==> config.mk <==
export PLATFORM = sky130hd
export DESIGN_NAME = terminal_key_byte_decoder
export DESIGN_NICKNAME = d
export VERILOG_FILES = /design/src/hdl/tkbd_pkg.sv /design/src/hdl/tkbd_decode.sv /design/src/hdl/terminal_key_byte_decoder.sv
export SDC_FILE = /design/constraint.sdc
export NUM_CORES = 1
export LEC_CHECK = 0
export ABC_AREA = 1
export BUFFER_PORTS_ARGS = -buffer_cell sky130_fd_sc_hd__buf_2
export CAP_MARGIN = 20
export CORE_ASPECT_RATIO = 1.2
export CORE_UTILIZATION = 35
export CTS_CLUSTER_DIAMETER = 150
export DETAILED_ROUTE_END_ITERATION = 12
export PLACE_DENSITY_LB_ADDON = 0.2
export SYNTH_ARGS = -nofsm -noshare
export SYNTH_HDL_FRONTEND = slang
export SYNTH_HIERARCHICAL = 1
export SYNTH_SLANG_ARGS = --single-unit
==> constraint.sdc <==
create_clock -name clk -period 3.4 [get_ports clk]
set_input_delay 0.51 -clock clk [delete_from_list [all_inputs] [get_ports clk]]
set_output_delay 0.51 -clock clk [all_outputs]
set_load 0.02 [all_outputs]
==> src/hdl/tkbd_pkg.sv <==
// Shared types and constants for the terminal key byte decoder.
// No dependencies.
package tkbd_pkg;

  typedef enum logic [2:0] {
    KIND_TEXT   = 3'd0,
    KIND_ARROW  = 3'd1,
    KIND_META   = 3'd2,
    KIND_CTRL   = 3'd3,
    KIND_RETURN = 3'd4,
    KIND_BACK   = 3'd5,
    KIND_BELL   = 3'd6
  } kind_t;

  localparam int unsigned BYTE_W  = 8;
  localparam int unsigned VALUE_W = 21;

  localparam logic [7:0] BYTE_NUL   = 8'd0;
  localparam logic [7:0] BYTE_CR    = 8'd13;
  localparam logic [7:0] BYTE_CTRLZ = 8'd26;
  localparam logic [7:0] BYTE_ESC   = 8'd27;
  localparam logic [7:0] BYTE_SPACE = 8'd32;
  localparam logic [7:0] BYTE_DEL   = 8'd127;
  localparam logic [7:0] UTF_LEAD   = 8'd128;
  localparam logic [7:0] UTF_THREE  = 8'd224;
  localparam logic [7:0] UTF_FOUR   = 8'd240;
  localparam logic [7:0] CHAR_UC_A  = 8'h41;
  localparam logic [7:0] CHAR_UC_D  = 8'h44;
  localparam logic [7:0] CHAR_UC_O  = 8'h4F;
  localparam logic [7:0] CHAR_BRACK = 8'h5B;
  localparam logic [7:0] CHAR_LC_A  = 8'h61;
  localparam logic [7:0] CHAR_LC_Z  = 8'h7A;

  typedef struct packed {
    logic               valid;
    kind_t              kind;
    logic [VALUE_W-1:0] value;
  } event_t;

endpackage

==> src/hdl/tkbd_decode.sv <==
// Decoder state and per-byte decision logic: escape, arrow and UTF-8 tracking.
// Depends on tkbd_pkg.
module tkbd_decode (
  input  logic                            clk,
  input  logic                            rst,
  input  logic                            step,
  input  logic [tkbd_pkg::BYTE_W-1:0]     key_byte,
  output tkbd_pkg::event_t                ev
);

  logic                            escape_seen, escape_seen_next;
  logic                            bracket_seen, bracket_seen_next;
  logic [2:0]                      utf_count, utf_count_next;
  logic [2:0]                      utf_width, utf_width_next;
  logic [tkbd_pkg::VALUE_W-1:0]    code_accum, code_accum_next;
  logic [tkbd_pkg::VALUE_W-1:0]    accum_shift;
  logic [2:0]                      count_inc;

  assign accum_shift = {code_accum[tkbd_pkg::VALUE_W-7:0], key_byte[5:0]};
  assign count_inc   = utf_count + 3'd1;

  always_comb begin
    escape_seen_next  = escape_seen;
    bracket_seen_next = bracket_seen;
    utf_count_next    = utf_count;
    utf_width_next    = utf_width;
    code_accum_next   = code_accum;
    ev.valid          = 1'b0;
    ev.kind           = tkbd_pkg::KIND_BELL;
    ev.value          = '0;
    if (escape_seen) begin
      if (bracket_seen) begin
        escape_seen_next  = 1'b0;
        bracket_seen_next = 1'b0;
        ev.valid          = 1'b1;
        if (key_byte >= tkbd_pkg::CHAR_UC_A && key_byte <= tkbd_pkg::CHAR_UC_D) begin
          ev.kind  = tkbd_pkg::KIND_ARROW;
          ev.value = tkbd_pkg::VALUE_W'(key_byte - tkbd_pkg::CHAR_UC_A);
        end
      end else if (key_byte >= tkbd_pkg::CHAR_LC_A && key_byte <= tkbd_pkg::CHAR_LC_Z) begin
        escape_seen_next = 1'b0;
        ev.valid         = 1'b1;
        ev.kind          = tkbd_pkg::KIND_META;
        ev.value         = tkbd_pkg::VALUE_W'(key_byte);
      end else if (key_byte == tkbd_pkg::CHAR_BRACK || key_byte == tkbd_pkg::CHAR_UC_O) begin
        bracket_seen_next = 1'b1;
      end else begin
        escape_seen_next = 1'b0;
        ev.valid         = 1'b1;
      end
    end else if (utf_width != 3'd0) begin
      // any byte inside an open sequence is a continuation
      if (count_inc >= utf_width) begin
        utf_count_next  = 3'd0;
        utf_width_next  = 3'd0;
        code_accum_next = '0;
        ev.valid        = 1'b1;
        ev.kind         = tkbd_pkg::KIND_TEXT;
        ev.value        = accum_shift;
      end else begin
        utf_count_next  = count_inc;
        code_accum_next = accum_shift;
      end
    end else if (key_byte >= tkbd_pkg::BYTE_SPACE && key_byte < tkbd_pkg::BYTE_DEL) begin
      ev.valid = 1'b1;
      ev.kind  = tkbd_pkg::KIND_TEXT;
      ev.value = tkbd_pkg::VALUE_W'(key_byte);
    end else if (key_byte == tkbd_pkg::BYTE_NUL) begin
      ev.valid = 1'b1;
    end else if (key_byte == tkbd_pkg::BYTE_CR) begin
      ev.valid = 1'b1;
      ev.kind  = tkbd_pkg::KIND_RETURN;
    end else if (key_byte <= tkbd_pkg::BYTE_CTRLZ) begin
      ev.valid = 1'b1;
      ev.kind  = tkbd_pkg::KIND_CTRL;
      ev.value = tkbd_pkg::VALUE_W'(key_byte + (tkbd_pkg::CHAR_LC_A - 8'd1));
    end else if (key_byte == tkbd_pkg::BYTE_ESC) begin
      escape_seen_next  = 1'b1;
      bracket_seen_next = 1'b0;
    end else if (key_byte == tkbd_pkg::BYTE_DEL) begin
      ev.valid = 1'b1;
      ev.kind  = tkbd_pkg::KIND_BACK;
    end else if (key_byte >= tkbd_pkg::UTF_LEAD) begin
      utf_count_next = 3'd1;
      if (key_byte < tkbd_pkg::UTF_THREE) begin
        utf_width_next  = 3'd2;
        code_accum_next = tkbd_pkg::VALUE_W'(key_byte[4:0]);
      end else if (key_byte < tkbd_pkg::UTF_FOUR) begin
        utf_width_next  = 3'd3;
        code_accum_next = tkbd_pkg::VALUE_W'(key_byte[3:0]);
      end else begin
        utf_width_next  = 3'd4;
        code_accum_next = tkbd_pkg::VALUE_W'(key_byte[2:0]);
      end
    end
    // bytes 28..31 fall through: no event, no state change
  end

  always_ff @(posedge clk) begin
    if (rst) begin
      escape_seen  <= 1'b0;
      bracket_seen <= 1'b0;
      utf_count    <= 3'd0;
      utf_width    <= 3'd0;
      code_accum   <= '0;
    end else if (step) begin
      escape_seen  <= escape_seen_next;
      bracket_seen <= bracket_seen_next;
      utf_count    <= utf_count_next;
      utf_width    <= utf_width_next;
      code_accum   <= code_accum_next;
    end
  end

endmodule

==> src/hdl/terminal_key_byte_decoder.sv <==
// Top level of the terminal key byte decoder: input register, decoder, result register.
// Depends on tkbd_pkg and tkbd_decode.
//
// Usage:
//   s_* channel carries one raw terminal byte per transfer (s_tdata[7:0]).
//   m_* channel carries one key event per transfer: m_tdata[2:0] kind,
//   m_tdata[23:3] value (code point, arrow code or ASCII letter, else 0).
//   A byte gives zero or one event; escape prefixes, '['/'O' after escape,
//   UTF-8 lead and middle bytes and bytes 28..31 give none.
//   An event reaches m_tvalid after its last byte transfers: the byte
//   sits in the input register, and the decoded event is then loaded
//   into the result register.
//   Throughput: one byte per cycle while m_tready is high; the decoder
//   state update is a single byte-wide decision between the two registers.
//   Stall: with m_tready low the result register holds and one more byte
//   is held in the input register; then s_tready drops.
//   Reset (rst, synchronous): empties both registers and returns the
//   decoder to its plain state (no escape, no open UTF-8 sequence).
module terminal_key_byte_decoder (
  input  logic        clk,
  input  logic        rst,
  input  logic        s_tvalid,
  output logic        s_tready,
  input  logic [7:0]  s_tdata,   // [7:0] key_byte
  output logic        m_tvalid,
  input  logic        m_tready,
  output logic [23:0] m_tdata    // [2:0] event_kind, [23:3] event_value
);

  logic                         in_valid;
  logic [tkbd_pkg::BYTE_W-1:0]  in_byte;
  logic                         advance;
  tkbd_pkg::event_t             ev;
  tkbd_pkg::kind_t              out_kind;
  logic [tkbd_pkg::VALUE_W-1:0] out_value;

  assign advance  = in_valid && (!m_tvalid || m_tready);
  assign s_tready = !in_valid || advance;

  tkbd_decode u_decode (
    .clk      (clk),
    .rst      (rst),
    .step     (advance),
    .key_byte (in_byte),
    .ev       (ev)
  );

  always_ff @(posedge clk) begin
    if (rst) begin
      in_valid <= 1'b0;
      m_tvalid <= 1'b0;
    end else begin
      if (s_tready) begin
        in_valid <= s_tvalid;
      end
      if (advance) begin
        m_tvalid <= ev.valid;
      end else if (m_tready) begin
        m_tvalid <= 1'b0;
      end
    end
  end

  always_ff @(posedge clk) begin
    if (s_tready && s_tvalid) begin
      in_byte <= s_tdata;
    end
    if (advance && ev.valid) begin
      out_kind  <= ev.kind;
      out_value <= ev.value;
    end
  end

  assign m_tdata = {out_value, out_kind};

  // Kinds without a payload carry zero.
  a_zero_value: assert property (@(posedge clk) disable iff (rst)
    m_tvalid && (out_kind == tkbd_pkg::KIND_RETURN || out_kind == tkbd_pkg::KIND_BACK ||
                 out_kind == tkbd_pkg::KIND_BELL) |-> out_value == '0)
    else $error("payload-free event with nonzero value");

  a_arrow_range: assert property (@(posedge clk) disable iff (rst)
    m_tvalid && out_kind == tkbd_pkg::KIND_ARROW |-> out_value < 21'd4)
    else $error("arrow code out of range");

  // Input side only backs up when a byte is actually waiting.
  a_ready: assert property (@(posedge clk) disable iff (rst)
    !s_tready |-> in_valid && m_tvalid && !m_tready)
    else $error("input stalled without a pending byte");

  // A waiting result is not overwritten.
  a_hold: assert property (@(posedge clk) disable iff (rst)
    m_tvalid && !m_tready |=> m_tvalid && $stable(m_tdata))
    else $error("stalled result changed");

endmodule

# After elaboration in Yosys (flattened, before gate mapping)
# Cells that the tools add are included.
[op_classes]
bitwise_logic = 1
n_addsub = 3
eq_ne = 17
n_lt_le_gt_ge = 11
reduce_logical = 19
mux = 67
[ops]
columns = ["operator", "n"]
rows = [
  ["$mux W15", 9],
  ["$mux W25", 5],
  ["$mux W24", 3],
  ["$mux W3", 20],
  ["$mux W21", 2],
  ["$eq A8 B7 Y1 const B", 3],
  ["$mux W1", 22],
  ["$ne A2 B1 Y1 const B", 11],
  ["$mux W4", 5],
  ["$ge A8 B7 Y1 const B", 2],
  ["$le A8 B7 Y1 const B", 2],
  ["$lt A8 B8 Y1 const B", 2],
  ["$reduce_and A10 Y1", 1],
  ["$add A8 B7 Y9 const B", 1],
  ["$reduce_and A9 Y1", 1],
  ["$sub A8 B7 Y9 const B", 1],
  ["$eq A8 B4 Y1 const B", 1],
  ["$eq A8 B5 Y1 const B", 1],
  ["$ge A8 B6 Y1 const B", 1],
  ["$ge A8 B8 Y1 const B", 1],
  ["$le A8 B5 Y1 const B", 1],
  ["$logic_not A8 Y1", 1],
  ["$lt A8 B7 Y1 const B", 1],
  ["$reduce_and A7 Y1", 1],
  ["10 further kinds", 20],
]
[totals]
word_cells = 128
regBits = 57
inputBits = 12

# Logic depth before layout (Yosys ltp)
# Gate-level depths: netlist of the first run.
[logic_depth]
depth_word = 11
ltp_mapped = 13
ltp_nobuf = 13

# Hierarchy
# Netlist of the first run, hierarchy kept.
[modules_own_cells]
columns = ["mod", "cells_each", "n_inst", "area_each_um2", "seq_area_each_um2"]
rows = [
  ["tkbd_decode", 348, 1, 2124.5, 460.4],
  ["terminal_key_byte_decoder", 50, 1, 1066.0, 1001.0],
]

# Worst setup path before layout of the first run
# Ideal clock, no wire load.
[synth_timing]
kind = "reg-to-reg"
start = "reg u_decode.utf_count[0]"
end = "reg out_kind[0], enable pin"
path_buffers = 0
t_required_ps = 2965
t_arrival_ps = 3241
path_slack_ps = -277
path_stages_with_launch = 12
setup_ps = 435
cell_sequence = "dfxtp_1 -> ha_1 -> xor2_1 -> ha_1 -> nand2_1 -> nor2_1 -> nor2_1 -> nand3_1 -> o21ai_0 -> a21boi_0 -> inv_1 -> nor3_1"
[synth_lines]
columns = ["item", "line_no", "text"]
rows = [
  ["from (decl)", "tkbd_decode.sv:13", "logic [2:0] utf_count, utf_count_next;"],
  ["from (signal assigned)", "tkbd_decode.sv:109", "utf_count <= utf_count_next;"],
  ["to (signal assigned)", "terminal_key_byte_decoder.sv:69", "out_kind <= ev.kind;"],
  ["to (decl)", "terminal_key_byte_decoder.sv:34", "tkbd_pkg::kind_t out_kind;"],
]

==> impl_metrics.json, run 1 <==
{
  "post_drt_wl_per_cell_um": 13.1,
  "grt_setup_unrepaired": "false",
  "slew_headroom_pct": 53.4,
  "drt_drc_violations_left": 0,
  "start_kind": "flop",
  "post-route-min-period_ns": 2.51,
  "worst_hold_path.num_cells": 1,
  "rr_endpoint": "out_value[9]$_DFFE_PP_",
  "cp-end-kind": "flop",
  "syn-cell-area_um2": 3190,
  "finalMaxSlewViolations": 0,
  "syn_area_per_cell_um2": 8.02,
  "placementRows": 37,
  "seq_area_frac_synth_pct": 45.8,
  "p_per_area_nw_per_um2": 447,
  "yosysTopAreaCell": "sky130_fd_sc_hd__edfxtp_1",
  "nNetsFinal": 455,
  "routed-via-count": 2710,
  "number_of_global_route_vias_before_repair": 2540,
  "syn_to_final_growth_pct": 13.8,
  "detailedPlacementHpwl_mm": 5.50,
  "criticalPathCategory": "flop to flop",
  "timing.critical_path.from": "u_decode/utf_count[0]$_SDFFE_PP0P_",
  "globalplace.congestion": 0.894,
  "timing_hold_violations_final": 0,
  "clock_insertion_delay_worst_skew_ns": 0.33,
  "fill_cells": 934,
  "start_util_pct": 36.7,
  "worst_hold_slack_ns": 0.351,
  "grt_pass1_wl_mm": 11.8,
  "worst_clock_skew_ns": 0.00727,
  "yosys_cell_types": 35,
  "critical_path_peak_fanout": 24,
  "aggregate_global_route_resource_usage_pct": 16.3,
  "maxClockFrequency_ghz": 0.398,
  "holdPathEnd": "in_byte[1]$_DFFE_PP_",
  "cts_hold_repair.buffers": 0,
  "number_of_antenna_violations_at_the_first_check_in_global_routing": 0,
  "antenna_cells": 0,
  "synth.top_cell.area_share_pct": 30.1,
  "synth.ff_latch_count": 57,
  "area_of_the_die_um2": 9500,
  "yosysMostFrequentCell": "sky130_fd_sc_hd__nand2_1",
  "tritoncts": "built",
  "dominantRegCellSynth": "sky130_fd_sc_hd__edfxtp_1",
  "period_share_pct": 73.9,
  "finalSetupViolations": 0,
  "hold_class": "input port to flop",
  "synth.top_cells.by_count": "sky130_fd_sc_hd__nand2_1 (86), sky130_fd_sc_hd__inv_1 (52), sky130_fd_sc_hd__nand3_1 (47)",
  "synth_warnings": 6,
  "routed_via_density": 4.89,
  "regToRegStartpoint": "u_decode/utf_count[0]$_SDFFE_PP0P_",
  "synth.net_count": 421,
  "share_of_synthesized_registers_carrying_an_async_set_or_reset_pct": 0,
  "cts-root-to-sink-buffers": 2,
  "cts.htree.levels": 3,
  "hold_path_startpoint": "s_tdata[1]",
  "fp.dieH_um": 107,
  "initial_drt_markers": 115,
  "cp_data_arrival_time_ns": 2.52,
  "cts_inserted_buffers": 9,
  "maximum_number_of_pins_on_one_net_before_global_route_repair": 25,
  "post_cts_resize_count": 0,
  "clk_pin_slew_worst_paths_ns": 0.07,
  "power_leakage_nw": 1.57,
  "synth_enable_flop_cells": 32,
  "crit_required_ns": 3.40,
  "max_cap_violations": 0,
  "drtPass1Iterations": 4,
  "wirelength_mm": 7.25,
  "synth.area.top_cells": "sky130_fd_sc_hd__edfxtp_1 (30%), sky130_fd_sc_hd__dfxtp_1 (16%), sky130_fd_sc_hd__nand2_1 (10%), sky130_fd_sc_hd__nand3_1 (7.4%), sky130_fd_sc_hd__inv_1 (6.1%)",
  "timing_worst_slew_pin_value_ns": 0.697,
  "ir_worst_vdd_uv": 215,
  "worst_r2r_path_depth": 12,
  "core_region_um2": 8700,
  "overflow": 0,
  "count_of_clock_tree_sinks": 57,
  "design.portCount": 38,
  "final_antenna_net_count": 0,
  "die_x_um": 89.2,
  "setup_total_negative_slack_ns": 0,
  "post_route_cells_drive_above_1_share_pct": 19.2,
  "cts-root-buf": "sky130_fd_sc_hd__clkbuf_8",
  "cts_setup_buffers": 0,
  "run_status": "finished clean",
  "r2r_slack_ns": 0.89,
  "port-buffer-count": 37,
  "netlist_instances": 398
}
[worst max-delay path by stage]
stage	to	slack, ns	cells past startpoint
2_1_floorplan	out_kind[0]$_DFFE_PP_	0.45	11
3_3_place_gp	out_value[13]$_DFFE_PP_	0.92	11
3_5_place_dp	out_value[14]$_DFFE_PP_	0.87	12
4_1_cts	out_value[17]$_DFFE_PP_	0.86	12
5_1_grt	out_value[5]$_DFFE_PP_	0.61	12
6_report	out_value[9]$_DFFE_PP_	0.89	12
[critical path, stage by stage (launching register included)]
cell and delay, ns:
sky130_fd_sc_hd__dfxtp_1 0.33, sky130_fd_sc_hd__ha_1 0.21, sky130_fd_sc_hd__xor2_1 0.16, sky130_fd_sc_hd__ha_1 0.33
sky130_fd_sc_hd__nand2_1 0.06, sky130_fd_sc_hd__nor2_1 0.09, sky130_fd_sc_hd__nor2_1 0.06, sky130_fd_sc_hd__nand3_1 0.11
sky130_fd_sc_hd__o21ai_0 0.10, sky130_fd_sc_hd__a21boi_0 0.15, sky130_fd_sc_hd__inv_1 0.11, sky130_fd_sc_hd__nor3_4 0.16
sky130_fd_sc_hd__buf_4 0.32
[flip-flops by register name, summed over array words and instances (netlist names)]
name and cells:
out_value 21, u_decode/code_accum 15, in_byte 8, out_kind 3
u_decode/utf_count 3, u_decode/utf_width 3, in_valid 1, m_tvalid 1
u_decode/bracket_seen 1, u_decode/escape_seen 1
[kinds of logic after synthesis]
kind of cell / synth area share, %
DFF: 45.8
adders and majority gates: 4.31
xor gates and xnor gates: 1.65
AOI/OAI and AO/OA: 11.1
and+or+nand+nor: 27.3
buffers and inverters: 9.80
[final cells by class]
type                            instances  area (um2)  share of cell area, %
Multi-Input combinational cell        268        1430                   39.3
Clock inverter                          6        58.8                   1.62
Tap cell                              117         146                   4.03
Timing Repair Buffer                   38         193                   5.30
Inverter                               58         218                   5.99
Clock buffer                           10         128                   3.51
Sequential cell                        57        1460                   40.2
[through the flow]
step	setup WS (ns)	area, um2	instances	power, mW	utilization (%)
final	0.886	3630	554	1.62	41.7
after global routing	0.606	3630	554	1.70	41.7
after CTS	0.855	3630	554	1.65	41.7
after detailed placement	0.875	3450	538	1.04	39.6
after global placement	0.920	3450	538	1.04	39.6
after floorplan	0.451	3200	398	0.972	-
[report_power, final]
group          switching (mW)  internal [mW]  total [mW]
combinational           0.166         0.0674       0.234
sequential             0.0266          0.763       0.790
clock                   0.266          0.333       0.599
[layout by cell type (no fill, tap or decap), types with 11 or more instances in the layout]
| master | synthesis | layout |
|---|---|---|
| sky130_fd_sc_hd__inv_1 | 52 | 52 |
| sky130_fd_sc_hd__dfxtp_1 | 25 | 25 |
| sky130_fd_sc_hd__o21ai_0 | 16 | 16 |
| sky130_fd_sc_hd__ha_1 | 11 | 11 |
| sky130_fd_sc_hd__nor2_1 | 32 | 32 |
| sky130_fd_sc_hd__a21oi_1 | 24 | 24 |
| sky130_fd_sc_hd__buf_2 | 6 | 37 |
| sky130_fd_sc_hd__edfxtp_1 | 32 | 32 |
| sky130_fd_sc_hd__nand2_1 | 86 | 86 |
| sky130_fd_sc_hd__nand3_1 | 47 | 47 |
[per-layer routing]
| metal | up-vias | GRT usage, % | share of wire (%) |
|---|---|---|---|
| met5 | - | 0 | 0 |
| met4 | 0 | 7.03 | 2.2 |
| met3 | 12 | 4.16 | 4.4 |
| met2 | 81 | 27.6 | 51 |
| met1 | 1242 | 19.3 | 43 |
| li1 | 1375 | - | - |
Note: power is estimated with default switching activity, not from simulation.
==> run 2: changes to the inputs <==
--- a/config.mk
+++ b/config.mk
@@ -5,7 +5,7 @@
 export SDC_FILE = /design/constraint.sdc
 export NUM_CORES = 1
 export LEC_CHECK = 0
-export ABC_AREA = 1
+export ABC_AREA = 0
 export BUFFER_PORTS_ARGS = -buffer_cell sky130_fd_sc_hd__buf_2
 export CAP_MARGIN = 20
 export CORE_ASPECT_RATIO = 1.2
==> constraint.sdc (replaced) <==
create_clock -name clk -period 2.2 [get_ports clk]
set_input_delay 0.33 -clock clk [delete_from_list [all_inputs] [get_ports clk]]
set_output_delay 0.33 -clock clk [all_outputs]
set_load 0.02 [all_outputs]
==> run 2 against run 1 <==
Largest power group unchanged. Total power up 66%. Critical path depth down 3. Critical path type unchanged. First-iteration DRC count down 1.7%. Design area up 8.1%. Worst setup slack worse by 0.90 ns. The run now ends with setup timing left. Critical endpoint is now out_value[18]$_DFFE_PP_.
==> impl_metrics.json, run 2 <==
{
  "run_status": "finished, violations left",
  "failed_checks": "setup timing",
  "cts-root-buf": "sky130_fd_sc_hd__clkbuf_8",
  "post-route-min-period_ns": 2.22,
  "synth.area.top_cells": "sky130_fd_sc_hd__edfxtp_1 (33%), sky130_fd_sc_hd__dfxtp_1 (17%), sky130_fd_sc_hd__ha_1 (4.7%), sky130_fd_sc_hd__a21oi_1 (4.1%), sky130_fd_sc_hd__a21o_2 (3.9%)",
  "clk_pin_slew_worst_paths_ns": 0.07,
  "timing_worst_slew_pin_value_ns": 0.498,
  "finalSetupViolations": 24,
  "postLayoutSetupSlackWorst_ns": -0.0191,
  "worst_clock_skew_ns": 0.00757,
  "die_x_um": 85.7,
  "holdPathEnd": "in_byte[4]$_DFFE_PP_",
  "core_region_um2": 8150,
  "detailedPlacementHpwl_mm": 4.91,
  "synth_warnings": 6,
  "rr_endpoint": "out_value[18]$_DFFE_PP_",
  "number_of_antenna_violations_at_the_first_check_in_global_routing": 0,
  "nNetsFinal": 385,
  "syn-cell-area_um2": 2940,
  "mostFrequentLayoutCells": "sky130_fd_sc_hd__buf_4 (46), sky130_fd_sc_hd__buf_2 (37), sky130_fd_sc_hd__edfxtp_1 (32)",
  "clock_insertion_delay_worst_skew_ns": 0.35,
  "start_util_pct": 36.1,
  "placementRows": 36,
  "number_of_global_route_vias_before_repair": 2397,
  "pre_cts_slack_ns": -0.0590,
  "post_drt_wl_per_cell_um": 14.3,
  "antenna_cells": 0,
  "setup_total_negative_slack_ns": -0.321,
  "overflow": 0,
  "dominantRegCellSynth": "sky130_fd_sc_hd__edfxtp_1",
  "post_route_cells_drive_above_1_share_pct": 40.9,
  "max_flop_register": "out_value",
  "globalplace.congestion": 0.822,
  "largest_register_ff_count": 21,
  "hold_class": "input port to flop",
  "critical_path_peak_fanout": 24,
  "worst_r2r_path_depth": 9,
  "grt_pass1_wl_mm": 11.1,
  "post-route-util_pct": 48.2,
  "cts_inserted_buffers": 9,
  "slowest_stage": "sky130_fd_sc_hd__edfxtp_1",
  "cp-end-kind": "flop",
  "area_of_the_die_um2": 8780,
  "count_of_clock_tree_sinks": 57,
  "multi_input_area_um2": 1440,
  "layout_commonest_cell": "sky130_fd_sc_hd__buf_4",
  "tritoncts": "built",
  "start_kind": "flop",
  "place_area_um2": 3540,
  "timing.critical_path.cells": "ha_2, and4_4, a211o_1, nand3_2, o21bai_1, a21oi_1, nand2_1, nor2b_4, buf_12",
  "ir_worst_vdd_uv": 507,
  "slew_headroom_pct": 66.8,
  "crit_path_max_incr_delay_ns": 0.45,
  "r2r_slack_ns": -0.02,
  "routed_via_density": 5.01,
  "routed-via-count": 2409,
  "syn_area_per_cell_um2": 10.4,
  "synth.top_cells.by_count": "sky130_fd_sc_hd__edfxtp_1 (32), sky130_fd_sc_hd__dfxtp_1 (25), sky130_fd_sc_hd__a21oi_1 (24)",
  "initial_drt_markers": 113,
  "criticalPathCategory": "flop to flop",
  "drt_drc_violations_left": 0,
  "cts-root-to-sink-buffers": 2,
  "cp_data_arrival_time_ns": 2.27,
  "reg.largest.list": "out_value: 21 flops, u_decode/code_accum: 15 flops, in_byte: 8 flops",
  "fill_cells": 759,
  "cts.htree.levels": 3,
  "share_of_synthesized_registers_carrying_an_async_set_or_reset_pct": 0,
  "grt_setup_unrepaired": "true",
  "syn_to_final_growth_pct": 33.4,
  "maxClockFrequency_ghz": 0.451,
  "synth.net_count": 305,
  "postLayoutCellArea_um2": 3930,
  "p_per_area_nw_per_um2": 685,
  "maximum_number_of_pins_on_one_net_before_global_route_repair": 26,
  "port-buffer-count": 37,
  "crit_required_ns": 2.25,
  "synth.top_cell.area_share_pct": 32.6,
  "timing_hold_violations_final": 0,
  "aggregate_global_route_resource_usage_pct": 16.9,
  "synth.ff_latch_count": 57,
  "yosys_cell_types": 61,
  "max_cap_violations": 0,
  "hold_path_startpoint": "s_tdata[4]",
  "drtPass1Iterations": 5,
  "final_antenna_net_count": 0,
  "yosysTopAreaCell": "sky130_fd_sc_hd__edfxtp_1",
  "design.portCount": 38,
  "wirelength_mm": 6.88,
  "period_share_pct": 101,
  "seq_area_frac_synth_pct": 49.6,
  "synth_enable_flop_cells": 32,
  "power_leakage_nw": 1.61,
  "final-seq-area_um2": 1460,
  "finalMaxSlewViolations": 0,
  "yosysMostFrequentCell": "sky130_fd_sc_hd__edfxtp_1",
  "netlist_instances": 282,
  "regToRegStartpoint": "in_byte[0]$_DFFE_PP_",
  "worst_hold_path.num_cells": 1,
  "fp.dieH_um": 102
}
[run 2: cell count changes after synthesis, moves of 5 or more]
cell                       before  now
sky130_fd_sc_hd__a21o_2         0   13
sky130_fd_sc_hd__inv_2          5    0
sky130_fd_sc_hd__nand2b_1       0    6
sky130_fd_sc_hd__a211o_1        0    5
sky130_fd_sc_hd__nor2_1        32   12
sky130_fd_sc_hd__nand3_1       47   15
sky130_fd_sc_hd__o21ai_2       10    1
sky130_fd_sc_hd__a22oi_1        0    5
sky130_fd_sc_hd__nand4_1       10    5
sky130_fd_sc_hd__nand2_1       86   18
sky130_fd_sc_hd__inv_1         52   13
sky130_fd_sc_hd__buf_2          6   11
[run 2: metrics by stage]
| step | total power, mW | instances | hold slack [ns] |
|---|---|---|---|
| after floorplan | 1.42 | 282 | 0.392 |
| after global placement | 1.54 | 457 | 0.444 |
| after detailed placement | 1.55 | 457 | 0.450 |
| after CTS | 2.71 | 476 | 0.133 |
| after global routing | 2.80 | 481 | 0.134 |
| final | 2.69 | 481 | 0.155 |
[run 2: worst max path at each step]
stage	startpoint	to	slack, ns
global route	in_byte[0]$_DFFE_PP_	out_value[15]$_DFFE_PP_	-0.13
finish	in_byte[0]$_DFFE_PP_	out_value[18]$_DFFE_PP_	-0.02
CTS	in_byte[0]$_DFFE_PP_	out_value[12]$_DFFE_PP_	-0.0007
global placement	in_byte[0]$_DFFE_PP_	out_value[4]$_DFFE_PP_	-0.02
detailed placement	in_byte[1]$_DFFE_PP_	out_value[2]$_DFFE_PP_	-0.06
floorplan	u_decode/utf_count[0]$_SDFFE_PP0P_	out_kind[0]$_DFFE_PP_	-0.16
[run 2: cell type report]
| class | count | share of cell area, % |
|---|---|---|
| clock buffer | 10 | 3.79 |
| timing repair buffer | 87 | 15.1 |
| sequential | 57 | 37.3 |
| inverter | 13 | 1.24 |
| multi-input combinational | 194 | 36.7 |
| clock inverter | 6 | 2.26 |
| tap | 114 | 3.63 |
[run 2: cells by family (layout without fill, tap and decap cells)]
logic type / after synthesis / after routing / synth area share [%]
xor+xnor: 4 / 4 / 1.19
simple gates: 88 / 88 / 17.5
fa+ha+maj: 11 / 11 / 4.67
buf+inv: 31 / 116 / 4.93
flops: 57 / 57 / 49.6
compound gates: 91 / 91 / 22.1
[run 2: critical path: cells and delay by family, from the launching register on]
family	cells	cell delay, ns
buf+inv	1	0.19
compound gates	3	0.52
flops	1	0.45
simple gates	4	0.53
fa+ha+maj	1	0.22
[run 2: what timing repair did]
item                       CTS  global route
setup endpoints to repair   38            44
gates resized for setup     11             8
cloned                       0             0
setup buffers                3             5
hold buffers                 0             0
pin swaps                    1             2
[run 2: layer usage]
layer	vias up	share of wire [%]	global-route usage [%]
met3	17	3.3	5.17
met4	0	3.3	12.1
met5	-	0	0
met2	59	50	28.6
met1	1117	44	18.0
li1	1216	-	-
[run 2: power by group]
part / leakage [nW] / internal (mW) / switching, mW / total [mW]
sequential: 0.506 / 1.17 / 0.0246 / 1.19
combinational: 0.987 / 0.149 / 0.201 / 0.350
clock: 0.114 / 0.705 / 0.441 / 1.15
total: 1.61 / 2.02 / 0.667 / 2.69
==> run 3: changes to the inputs <==
--- a/config.mk
+++ b/config.mk
@@ -12,7 +12,7 @@
 export CORE_UTILIZATION = 35
 export CTS_CLUSTER_DIAMETER = 150
 export DETAILED_ROUTE_END_ITERATION = 12
-export PLACE_DENSITY_LB_ADDON = 0.2
+export SLEW_MARGIN = 20
 export SYNTH_ARGS = -nofsm -noshare
 export SYNTH_HDL_FRONTEND = slang
 export SYNTH_HIERARCHICAL = 1
==> constraint.sdc (replaced) <==
create_clock -name clk -period 1.78 [get_ports clk]
set_input_delay 0.267 -clock clk [delete_from_list [all_inputs] [get_ports clk]]
set_output_delay 0.267 -clock clk [all_outputs]
set_load 0.02 [all_outputs]
==> run 3 against run 2 <==
The flow still finishes with violations (setup timing). Global-route usage is 2.0 points higher. Wire length is 21% higher. Count of clock-buffer cells in the layout is 1 higher. Sequential cell count stayed put. Non-clock buffer count is 57 higher. Sequential share of layout area is 5.6 points lower. Largest power group unchanged.
==> impl_metrics.json, run 3 (synthesis gave the netlist of run 2 again) <==
{
  "syn_to_final_growth_pct": 57.2,
  "aggregate_global_route_resource_usage_pct": 18.9,
  "p_per_area_nw_per_um2": 681,
  "postLayoutSetupSlackWorst_ns": -0.458,
  "cts_hold_repair.buffers": 0,
  "maximum_number_of_pins_on_one_net_before_global_route_repair": 26,
  "pre_cts_slack_ns": -0.766,
  "crit_required_ns": 1.88,
  "worst_hold_path.num_cells": 1,
  "wirelength_mm": 8.31,
  "largest_register_ff_count": 21,
  "fp.dieH_um": 102,
  "initial_drt_markers": 138,
  "placementRows": 36,
  "run_status": "finished, violations left",
  "r2r_slack_ns": -0.46,
  "power_leakage_nw": 1.93,
  "maxClockFrequency_ghz": 0.447,
  "holdPathEnd": "in_byte[4]$_DFFE_PP_",
  "hold_class": "input port to flop",
  "critical_path_peak_fanout": 12,
  "nNetsFinal": 443,
  "post-route-util_pct": 56.8,
  "clk_pin_slew_worst_paths_ns": 0.07,
  "post_drt_wl_per_cell_um": 15.4,
  "final-seq-area_um2": 1470,
  "cts.htree.levels": 3,
  "max_flop_register": "out_value",
  "post-route-min-period_ns": 2.24,
  "timing_worst_slew_pin_value_ns": 0.578,
  "criticalPathCategory": "flop to flop",
  "cp-end-kind": "flop",
  "layout_commonest_cell": "sky130_fd_sc_hd__buf_4",
  "final_antenna_net_count": 0,
  "timing.critical_path.cells": "ha_4, xor2_1, ha_1, or2_4, a21oi_4, o21bai_1, a21oi_1, nand2_2, nor2b_4, buf_12",
  "max_cap_violations": 0,
  "routed-via-count": 2774,
  "routed_via_density": 5.15,
  "regToRegStartpoint": "u_decode/utf_count[0]$_SDFFE_PP0P_",
  "clock_insertion_delay_worst_skew_ns": 0.34,
  "count_of_clock_tree_sinks": 57,
  "post_route_cells_drive_above_1_share_pct": 57.2,
  "timing_hold_violations_final": 0,
  "crit_path_max_incr_delay_ns": 0.36,
  "failed_checks": "setup timing",
  "port-buffer-count": 37,
  "overflow": 0,
  "place.detailed.instances": 487,
  "finalSetupViolations": 71,
  "area_of_the_die_um2": 8780,
  "finalMaxSlewViolations": 0,
  "cp_data_arrival_time_ns": 2.34,
  "slowest_stage": "sky130_fd_sc_hd__dfxtp_4",
  "hold_path_startpoint": "s_tdata[4]",
  "ir_worst_vdd_uv": 400,
  "die_x_um": 85.7,
  "grt_setup_unrepaired": "true",
  "drtPass1Iterations": 4,
  "core_region_um2": 8150,
  "cts-root-buf": "sky130_fd_sc_hd__clkbuf_8",
  "cts-root-to-sink-buffers": 2,
  "mostFrequentLayoutCells": "sky130_fd_sc_hd__buf_4 (83), sky130_fd_sc_hd__buf_2 (37), sky130_fd_sc_hd__edfxtp_1 (32)",
  "rr_endpoint": "out_value[16]$_DFFE_PP_",
  "grt_pass1_wl_mm": 12.6,
  "slew_headroom_pct": 61.5,
  "cts_inserted_buffers": 9,
  "start_kind": "flop",
  "tritoncts": "built",
  "detailedPlacementHpwl_mm": 5.20,
  "globalplace.congestion": 0.908,
  "antenna_cells": 0,
  "number_of_global_route_vias_before_repair": 2605,
  "multi_input_area_um2": 1670,
  "worst_r2r_path_depth": 10,
  "period_share_pct": 126,
  "worst_clock_skew_ns": 0.0106,
  "final_cells": 539,
  "drt_drc_violations_left": 0,
  "reg.largest.list": "out_value: 21 flops, u_decode/code_accum: 15 flops, in_byte: 8 flops",
  "design.portCount": 38,
  "start_util_pct": 36.1,
  "number_of_antenna_violations_at_the_first_check_in_global_routing": 0,
  "fill_cells": 692
}
==> run 3: cell types whose count changed in the layout (fill, tap and decap cells not counted), sizes merged <==
| cell | change |
|---|---|
| clkinvlp | +1 |
| nor2b | +1 |
| buf | +56 |
| bufinv | -2 |
| clkbuf | +2 |
==> run 3: timing repair <==
item	CTS	global route
gates cloned	1	1
pin swaps	14	26
gates resized for setup	28	67
endpoints found under the setup margin	71	72
setup buffers	22	16
==> run 3: cell type report <==
type                            count  area share [%]
Tap cell                          114            3.08
Inverter                           13            1.05
Timing Repair Buffer              144            24.3
Multi-Input combinational cell    195            36.1
Sequential cell                    57            31.7
Clock inverter                      5           0.676
Clock buffer                       11            3.05
==> run 3: metal layers <==
metal	vias to the layer above	part of all wire [%]	GRT usage, %
li1	1330	-	-
met1	1335	39	21.0
met5	-	0	0
met2	87	54	34.5
met3	22	4.1	4.52
met4	0	2.6	8.08
==> run 3: critical path: cells and delay by family (launching register included) <==
family	cells	cell delay, ns
AOI/OAI and AO/OA	3	0.45
xor gates and xnor gates	1	0.14
adders and majority gates	2	0.43
buffers and inverters	1	0.14
DFF	1	0.36
and+or+nand+nor	3	0.49
==> run 3: per-stage QoR <==
step / power (mW) / hold slack (ns) / TNS [ns] / area (um2)
finish: 3.15 / 0.0944 / -25.95 / 4630
CTS: 3.09 / 0.0830 / -21.06 / 4230
global placement: 1.95 / 0.442 / -29.70 / 3760
floorplan: 1.75 / 0.329 / -24.30 / 3000
detailed placement: 1.95 / 0.445 / -33.33 / 3760
global route: 3.29 / 0.0759 / -31.50 / 4630
==> run 3: worst max path at each step <==
stage,from,to,depth (start not counted)
final,u_decode/utf_count[0]$_SDFFE_PP0P_,out_value[16]$_DFFE_PP_,10
after global routing,in_byte[1]$_DFFE_PP_,out_value[10]$_DFFE_PP_,11
after CTS,u_decode/utf_count[0]$_SDFFE_PP0P_,out_value[9]$_DFFE_PP_,10
after detailed placement,in_byte[5]$_DFFE_PP_,out_value[14]$_DFFE_PP_,9
after global placement,in_byte[0]$_DFFE_PP_,out_value[13]$_DFFE_PP_,8
after floorplan,u_decode/utf_count[0]$_SDFFE_PP0P_,out_kind[0]$_DFFE_PP_,10
==> run 3: report_power, final <==
part           leakage [nW]  switching, mW  total (mW)  internal (mW)
Sequential            0.505         0.0255        1.47           1.44
Combinational          1.35          0.318       0.605          0.287
Clock                0.0790          0.544        1.08          0.535
Total                  1.93          0.887        3.15           2.27
